`src/rtl/set_assoc_lru_cache_model_top_defines.svh`:
```
`ifndef SET_ASSOC_LRU_CACHE_MODEL_TOP_DEFINES_SVH
`define SET_ASSOC_LRU_CACHE_MODEL_TOP_DEFINES_SVH

// The consequent must hold in the same cycle as the antecedent.
`define SALC_ASSERT_NOW(label, clk, rst, ante, cons, msg) \
   label: assert property (@(posedge clk) disable iff (rst) (ante) |-> (cons)) \
      else $error(msg);

// The consequent must hold in the cycle after the antecedent.
`define SALC_ASSERT_NEXT(label, clk, rst, ante, cons, msg) \
   label: assert property (@(posedge clk) disable iff (rst) (ante) |=> (cons)) \
      else $error(msg);

`endif

```
`src/rtl/salc_pkg.sv`:
```
package salc_pkg;

   localparam int ADDR_W       = 64;
   localparam int KIND_W       = 2;
   localparam int TAG_W        = 64;
   localparam int STAMP_W      = 32;
   localparam int COUNT_W      = 32;
   localparam int SHIFT_W      = 7;
   localparam int WAYS_CNT_W   = 5;
   localparam int SET_BITS_W   = 3;
   localparam int BLOCK_BITS_W = 6;
   localparam int WAYS_W       = 4;
   localparam int CSR_ADDR_W   = 2;
   localparam int CSR_DATA_W   = 6;
   localparam int RSP_FIELDS_W = 3 + 3 * COUNT_W;
   localparam int RSP_TDATA_W  = ((RSP_FIELDS_W + 7) / 8) * 8;
   localparam int RSP_PAD_W    = RSP_TDATA_W - RSP_FIELDS_W;

   localparam logic [SET_BITS_W-1:0]   SET_BITS_RESET   = 3'd4;
   localparam logic [BLOCK_BITS_W-1:0] BLOCK_BITS_RESET = 6'd4;
   localparam logic [WAYS_W-1:0]       WAYS_RESET       = 4'd1;

   typedef enum logic [KIND_W-1:0] {
      KIND_LOAD   = 2'd0,
      KIND_STORE  = 2'd1,
      KIND_MODIFY = 2'd2
   } kind_type;

   typedef enum logic [CSR_ADDR_W-1:0] {
      CSR_SET_BITS   = 2'd0,
      CSR_BLOCK_BITS = 2'd1,
      CSR_WAYS       = 2'd2
   } csr_index_type;

   // Commands from the controller to the datapath.
   typedef struct packed {
      logic clear;
      logic load;
      logic decide;
      logic commit;
   } salc_cmd_type;

   // Status from the datapath back to the controller.
   typedef struct packed {
      logic clear_last;
      logic out_free;
   } salc_status_type;

endpackage

```
`src/rtl/salc_ctrl.sv`:
```
`include "set_assoc_lru_cache_model_top_defines.svh"

module salc_ctrl (
   input  logic                       clock,
   input  logic                       reset,
   input  logic                       req_tvalid,
   output logic                       req_tready,
   input  salc_pkg::salc_status_type  status,
   output salc_pkg::salc_cmd_type     cmd
);

   typedef enum logic [1:0] {
      ST_CLEAR,
      ST_IDLE,
      ST_LOOKUP,
      ST_WRITE
   } state_type;

   state_type state_ff, state_in;
   logic      ready_ff, ready_in;

   assign req_tready = ready_ff;

   always_comb begin
      cmd.clear  = (state_ff == ST_CLEAR);
      cmd.load   = req_tvalid && ready_ff;
      cmd.decide = (state_ff == ST_LOOKUP);
      cmd.commit = (state_ff == ST_WRITE) && status.out_free;
   end

   always_comb begin
      state_in = state_ff;
      ready_in = ready_ff;
      unique case (state_ff)
         ST_CLEAR: begin
            if (status.clear_last) begin
               state_in = ST_IDLE;
               ready_in = 1'b1;
            end
         end
         ST_IDLE: begin
            if (cmd.load) begin
               state_in = ST_LOOKUP;
               ready_in = 1'b0;
            end
         end
         ST_LOOKUP: begin
            state_in = ST_WRITE;
         end
         ST_WRITE: begin
            if (cmd.commit) begin
               state_in = ST_IDLE;
               ready_in = 1'b1;
            end
         end
         default: begin
            state_in = ST_CLEAR;
            ready_in = 1'b0;
         end
      endcase
   end

   always_ff @(posedge clock) begin
      if (reset) begin
         state_ff <= ST_CLEAR;
         ready_ff <= 1'b0;
      end else begin
         state_ff <= state_in;
         ready_ff <= ready_in;
      end
   end

   `SALC_ASSERT_NOW(a_ready_only_idle, clock, reset, ready_ff, state_ff == ST_IDLE, "ready outside idle")
   `SALC_ASSERT_NEXT(a_accept_to_lookup, clock, reset, cmd.load, state_ff == ST_LOOKUP, "accept did not start lookup")
   `SALC_ASSERT_NEXT(a_write_holds, clock, reset, (state_ff == ST_WRITE) && !status.out_free, state_ff == ST_WRITE, "write left while output busy")

endmodule

```
`config.mk`:
```
export PLATFORM = sky130hd
export DESIGN_NAME = salc_ctrl
export DESIGN_NICKNAME = d
export VERILOG_FILES = /design/src/rtl/salc_pkg.sv /design/src/rtl/salc_ctrl.sv
export VERILOG_INCLUDE_DIRS = /design/src /design/src/rtl
export SDC_FILE = /design/constraint.sdc
export NUM_CORES = 1
export LEC_CHECK = 0
export BUFFER_PORTS_ARGS = -buffer_cell sky130_fd_sc_hd__buf_4
export CAP_MARGIN = 20
export CORE_AREA = 2 2 39 41
export CTS_CLUSTER_SIZE = 28
export DETAILED_ROUTE_END_ITERATION = 12
export DIE_AREA = 0 0 41 43
export PLACE_DENSITY_LB_ADDON = 0.08
export SYNTH_ARGS = -nofsm -noshare
export SYNTH_HDL_FRONTEND = slang
export SYNTH_SLANG_ARGS = --single-unit
export TNS_END_PERCENT = 20
```
`constraint.sdc`:
```
create_clock -name clock -period 3.77 [get_ports clock]
set_clock_uncertainty 0.15 [all_clocks]
set_input_delay 0.754 -clock clock [delete_from_list [all_inputs] [get_ports clock]]
set_output_delay 0.754 -clock clock [all_outputs]
set_load 0.02 [all_outputs]
```
==> metrics, run 1 <==
transition time at the pin with the least slew margin 0.300 ns; Met1 Wirelength 168 um; cells traversed along the worst timing path buf_4, and2_1, buf_4; clock tree from TritonCTS done; total clock buffers created by CTS 3; Antenna Cells 0; post-detailed-route count of antenna-violating nets 0; worst path required time 2.87 ns; global-route wire length before repair 765 um; number of iterations in the first detailed-routing pass 1; detailed-route vias per instance 3.83; Hold Crit Depth 2; #FFs+latches synth 3; Clock Sink Count 3; number of H-tree levels 1; clk slew on worst S/H paths 0.04 ns; crit path setup slack, layout 1.70 ns; via count of the routed design 207; fill cell count 155; Most common cell on crit path sky130_fd_sc_hd__buf_4; Die Span Y 43 um; delay contributed by the slowest stage of the critical path 0.15 ns; Post-CTS Repair Setup Buffers 0; routed wire length 468 um; Yosys cell types 15; Layout Cell Area excl Fill 339 um2; worst skew pair latency 0.23 ns; synth warn 0; kind of launch point of the worst setup path input port; total of max-cap violations 0; Final HPWL DP 390 um; maximum number of pins on one net before global-route repair 6; Place WS 1.70 ns; RSZ-0062 raised after global routing no; Clk Tree Root Cell sky130_fd_sc_hd__clkbuf_4; Worst Path Arrival 1.16 ns; ratio of final minimum period to clock period 0.548; aggregate global routing overflow 0; horizontal die dimension 41 um; share of final-layout standard cells stronger than drive strength 1 0.342; Critical-path top delay cell sky130_fd_sc_hd__and2_1; number of standard-cell rows in the floorplan 14; post-route insts no fill 54; achievable frequency 484 MHz; area grow syn2layout 50.6%; Hold Fails Final Rpt 0; largest fanout on the critical path 2; die footprint 0.00176 mm2; total met2 wirelength after detailed routing 274 um; # nets final 48; post-synthesis instance total 25; CTS-repair resized insts 0; max-slew violations 0; sequential cell area fraction in the yosys report 0.267; antenna violations before repair 0; area inside the core boundary 0.00138 mm2; Longest Clk Path Bufs 2; clock period minus worst slack 2.07 ns; average size of a mapped cell 9.01 um2; Starting Density 0.163; detailed router's first-iteration violation count 0; total standard cell area after synthesis 225 um2; static leakage 0.174 nW; post-cts hold buffer count 0; area post-placement 313 um2; power per standard cell area 710 mW/mm2; Min-Delay Path Class register to register; Rel. slew slack 0.799; via count of the first global-routing pass 208; type of destination of the critical path output port; path depth of the worst reg2reg path 5; outcome finished clean; most frequent cells in the layout sky130_fd_sc_hd__buf_4, sky130_fd_sc_hd__inv_1, sky130_fd_sc_hd__ha_1; net count of the mapped netlist 34; PortBufs 9; Final setup viols 0; Max VDD drop 0.154 mV; number of cells in the design after placement 50; met3 wire len 25 um; setup TNS after final layout 0 ns; routability congestion estimate from global placement 0.681; Hold WS 0.326 ns; DRC violation count after routing 0; total routing usage reported by global routing 0.0702; critical path class input port to output port; Top Layer Used met3; leading cell type in the layout, fill and taps excluded sky130_fd_sc_hd__buf_4; average wire per cell in the routed design 8.67 um; # IOs 10
==> per-layer routing <==
metal | up-vias | track usage
li1 | 110 | -
met1 | 93 | 0.0737
met2 | 4 | 0.0906
met3 | 0 | 0.0157
met4 | 0 | 0.100
met5 | - | 0
==> registers in the layout, summed over array words and instances (netlist names) <==
signal      flops
state_ff        2
req_tready      1
==> critical path, delay by kind of cell <==
kind	cells	cell delay [ns]
buffers and inverters	2	0.26
AND/OR/NAND/NOR	1	0.15
==> where the power goes <==
group          internal (mW)  total (mW)  switching (mW)
registers             0.0450      0.0568          0.0118
logic                 0.0630       0.128          0.0650
clock network         0.0396      0.0560          0.0163
total                  0.148       0.241          0.0932
==> Yosys cell counts (all sizes together) <==
cell,number,share of area
nor2b,2,0.089
and2,1,0.028
nand2b,2,0.056
a211oi,1,0.033
dfxtp,3,0.27
a21oi,2,0.044
nand2,1,0.017
or3,1,0.028
ha,4,0.22
o41ai,1,0.039
o31ai,1,0.033
inv,4,0.067
mux2i,1,0.044
or4,1,0.033
==> layout make-up <==
class	instances	area, um2	area share
clock buffers	4	26.3	0.0775
flip-flops and latches	3	60.1	0.177
repair buffers	9	67.6	0.199
well taps	16	20.0	0.0590
inverters	4	15.0	0.0443
multi-input cells	18	150	0.443
==> cell families (layout without fill, tap and decap cells) <==
| kind of cell | after synthesis | in the layout | share of synthesized area |
|---|---|---|---|
| adders and majority gates | 4 | 4 | 0.222 |
| muxes | 1 | 1 | 0.0444 |
| and+or+nand+nor | 8 | 8 | 0.250 |
| AOI/OAI and AO/OA | 5 | 5 | 0.150 |
| buffers and inverters | 4 | 17 | 0.0666 |
| DFF | 3 | 3 | 0.267 |
==> per-stage QoR <==
step | utilization | power, mW
finish | 0.245 | 0.241
global route | 0.245 | 0.265
CTS | 0.245 | 0.248
detailed placement | 0.226 | 0.188
global placement | 0.226 | 0.191
floorplan | - | 0.146
==> worst paths after layout <==
kind,start,endpoint,slack (ns)
min reg2reg,req_tready$_SDFFE_PP0P_,req_tready$_SDFFE_PP0P_,0.33
min,req_tready$_SDFFE_PP0P_,req_tready$_SDFFE_PP0P_,0.33
max reg2reg,state_ff[0]$_SDFFE_PP0P_,req_tready$_SDFFE_PP0P_,2.15
max,status[0],cmd[0],1.70
No activity file was read; power rests on OpenSTA's default activity.
==> run 2: changes to the inputs <==
clock period = 2.13 ns   (was 3.77 ns; I/O delays follow)
==> run 2 against run 1 <==
Net effect: first-iteration DRC count unchanged; cell area unchanged; sequential power up 76%; routed wire length grew 2.8%; largest power group unchanged; critical path depth unchanged; clock power increased by 77%; global-route usage is 0.20 points lower.
==> metrics, run 2 (synthesis gave the netlist of run 1 again) <==
portion of total power attributed to combinational logic 0.533 (about the same); total routing usage reported by global routing 0.0682 (-0.00201); Hold Fails Final Rpt 0 (unchanged); leading cell type in the layout, fill and taps excluded sky130_fd_sc_hd__buf_4; number of standard-cell rows in the floorplan 14 (unchanged); area taken by multi-input logic gates 150 um2 (unchanged); path depth of the worst reg2reg path 5 (unchanged); area post-placement 313 um2 (unchanged); net load switching power 0.165 mW (+77%); horizontal die dimension 41 um (unchanged); setup slack on the worst flop-to-flop path 0.52 ns (-1.63 ns); aggregate global routing overflow 0 (unchanged); overall power 0.427 mW (+77%); worst skew pair latency 0.23 ns (about the same); timing endpoint of the critical path cmd[1]; post-detailed-route count of antenna-violating nets 0 (unchanged); CTS-repair resized insts 0 (unchanged); max-slew violations 0 (unchanged); via count of the first global-routing pass 182 (-13%); total clock buffers created by CTS 3 (unchanged); Final HPWL DP 380 um (-2.4%); cells traversed along the worst timing path inv_1, ha_1, buf_4; register area 60.1 um2 (unchanged); number of cells in the design after placement 50 (unchanged); Min-Delay Path Class input port to register; antenna violations before repair 0 (unchanged); area inside the core boundary 0.00138 mm2 (unchanged); detailed router's first-iteration violation count 0 (unchanged); Starting Density 0.163 (unchanged); via count of the routed design 201 (-2.9%); Clk Tree Root Cell sky130_fd_sc_hd__clkbuf_4; switching portion of total power 0.387 (+0.000443); type of destination of the critical path output port; routed wire length 481 um (+2.8%); Layout Cell Area excl Fill 339 um2 (unchanged); total of max-cap violations 0 (unchanged); largest fanout on the critical path 4 (+2); static leakage 0.174 nW (unchanged); number of iterations in the first detailed-routing pass 1 (unchanged); clock period minus worst slack 1.65 ns; Clock Sink Count 3 (unchanged); Max VDD drop 0.375 mV (+140%); PortBufs 9 (unchanged); Rel. slew slack 0.798 (-0.000891); Antenna Cells 0 (unchanged); setup TNS after final layout 0 ns (unchanged); clk slew on worst S/H paths 0.04 ns (about the same); # IOs 10 (unchanged); ratio of final minimum period to clock period 0.775; part of the total power dissipated in the clock network 0.233 (about the same); DRC violation count after routing 0 (unchanged); most frequent cells in the layout sky130_fd_sc_hd__buf_4, sky130_fd_sc_hd__inv_1, sky130_fd_sc_hd__ha_1; detailed-route vias per instance 3.72 (-2.9%); achievable frequency 606 MHz; Worst Path Arrival 1.07 ns (-0.09 ns); kind of launch point of the worst setup path register; maximum number of pins on one net before global-route repair 6 (unchanged); share of final-layout standard cells stronger than drive strength 1 0.342 (unchanged); average wire per cell in the routed design 8.91 um (+2.8%); worst path required time 1.55 ns (-1.32 ns); die footprint 0.00176 mm2 (unchanged); source of the worst register-to-register timing path state_ff[0]$_SDFFE_PP0P_; endpoint of the worst-slack reg-to-reg timing path req_tready$_SDFFE_PP0P_; post-cts hold buffer count 0 (unchanged); transition time at the pin with the least slew margin 0.302 ns (+0.00133 ns); fill cell count 155 (unchanged); post-route insts no fill 54 (unchanged); Final Util 0.245 (unchanged); area grow syn2layout 50.6% (unchanged); origin of the worst setup path state_ff[0]$_SDFFE_PP0P_; number of H-tree levels 1 (unchanged); Post-CTS Repair Setup Buffers 0 (unchanged); Largest register FFs 2 (unchanged); critical path class register to output port; Critical-path top delay cell sky130_fd_sc_hd__dfxtp_1; Longest Clk Path Bufs 2 (unchanged); Die Span Y 43 um (unchanged); Final setup viols 0 (unchanged); global-route wire length before repair 738 um (-3.5%); sequential power share 0.234 (-0.002); routability congestion estimate from global placement 0.703 (+3.3%); outcome finished clean; power per standard cell area 1260 mW/mm2 (+77%); RSZ-0062 raised after global routing no; # nets final 48 (unchanged); clock tree from TritonCTS done; Largest Register state_ff; Internal Power 0.262 mW (+77%); delay contributed by the slowest stage of the critical path 0.36 ns (+0.21 ns)
-- run 2: cell counts in the layout (fill, tap and decap cells not counted) --
Identical to the previous run, type by type.
-- run 2: worst min-delay path by stage --
stage                                   startpoint                       end  cells past startpoint
after floorplan           state_ff[0]$_SDFFE_PP0P_  state_ff[0]$_SDFFE_PP0P_                      2
after global placement     req_tready$_SDFFE_PP0P_   req_tready$_SDFFE_PP0P_                      2
after detailed placement   req_tready$_SDFFE_PP0P_   req_tready$_SDFFE_PP0P_                      2
after CTS                                    reset  state_ff[0]$_SDFFE_PP0P_                      2
after global routing                         reset  state_ff[0]$_SDFFE_PP0P_                      2
final                                        reset  state_ff[0]$_SDFFE_PP0P_                      2
-- run 2: critical path, delay by kind of cell, from the launching register on --
family | cells | cell delay [ns]
flip-flops | 1 | 0.36
buffers and inverters | 2 | 0.25
adder cells (fa/ha/maj) | 1 | 0.23
-- run 2: layer usage --
metal,up-vias,track usage,wire [um]
met5,-,0,0
met4,0,0.100,0
met3,0,0.0157,25
met2,4,0.0844,244
met1,87,0.0737,212
li1,110,-,-
-- run 2: power groups by stage --
stage                     registers [mW]  clock network [mW]  logic (mW)
after global placement             0.103                   0       0.233
after floorplan                    0.107                   0       0.152
after global routing               0.107               0.110       0.253
after detailed placement           0.101                   0       0.230
after CTS                          0.101               0.107       0.231
final                             0.0999              0.0993       0.228
-- run 2: metrics by stage --
step	setup WS (ns)	hold WS [ns]
after floorplan	0.476	0.322
after global placement	0.507	0.318
after detailed placement	0.518	0.323
after CTS	0.462	0.209
after global routing	0.393	0.215
final	0.480	0.219
-- run 2: cell type report --
type                       instances  area share
multi-input combinational         18       0.443
timing repair buffer               9       0.199
sequential                         3       0.177
clock buffer                       4      0.0775
tap                               16      0.0590
inverter                           4      0.0443
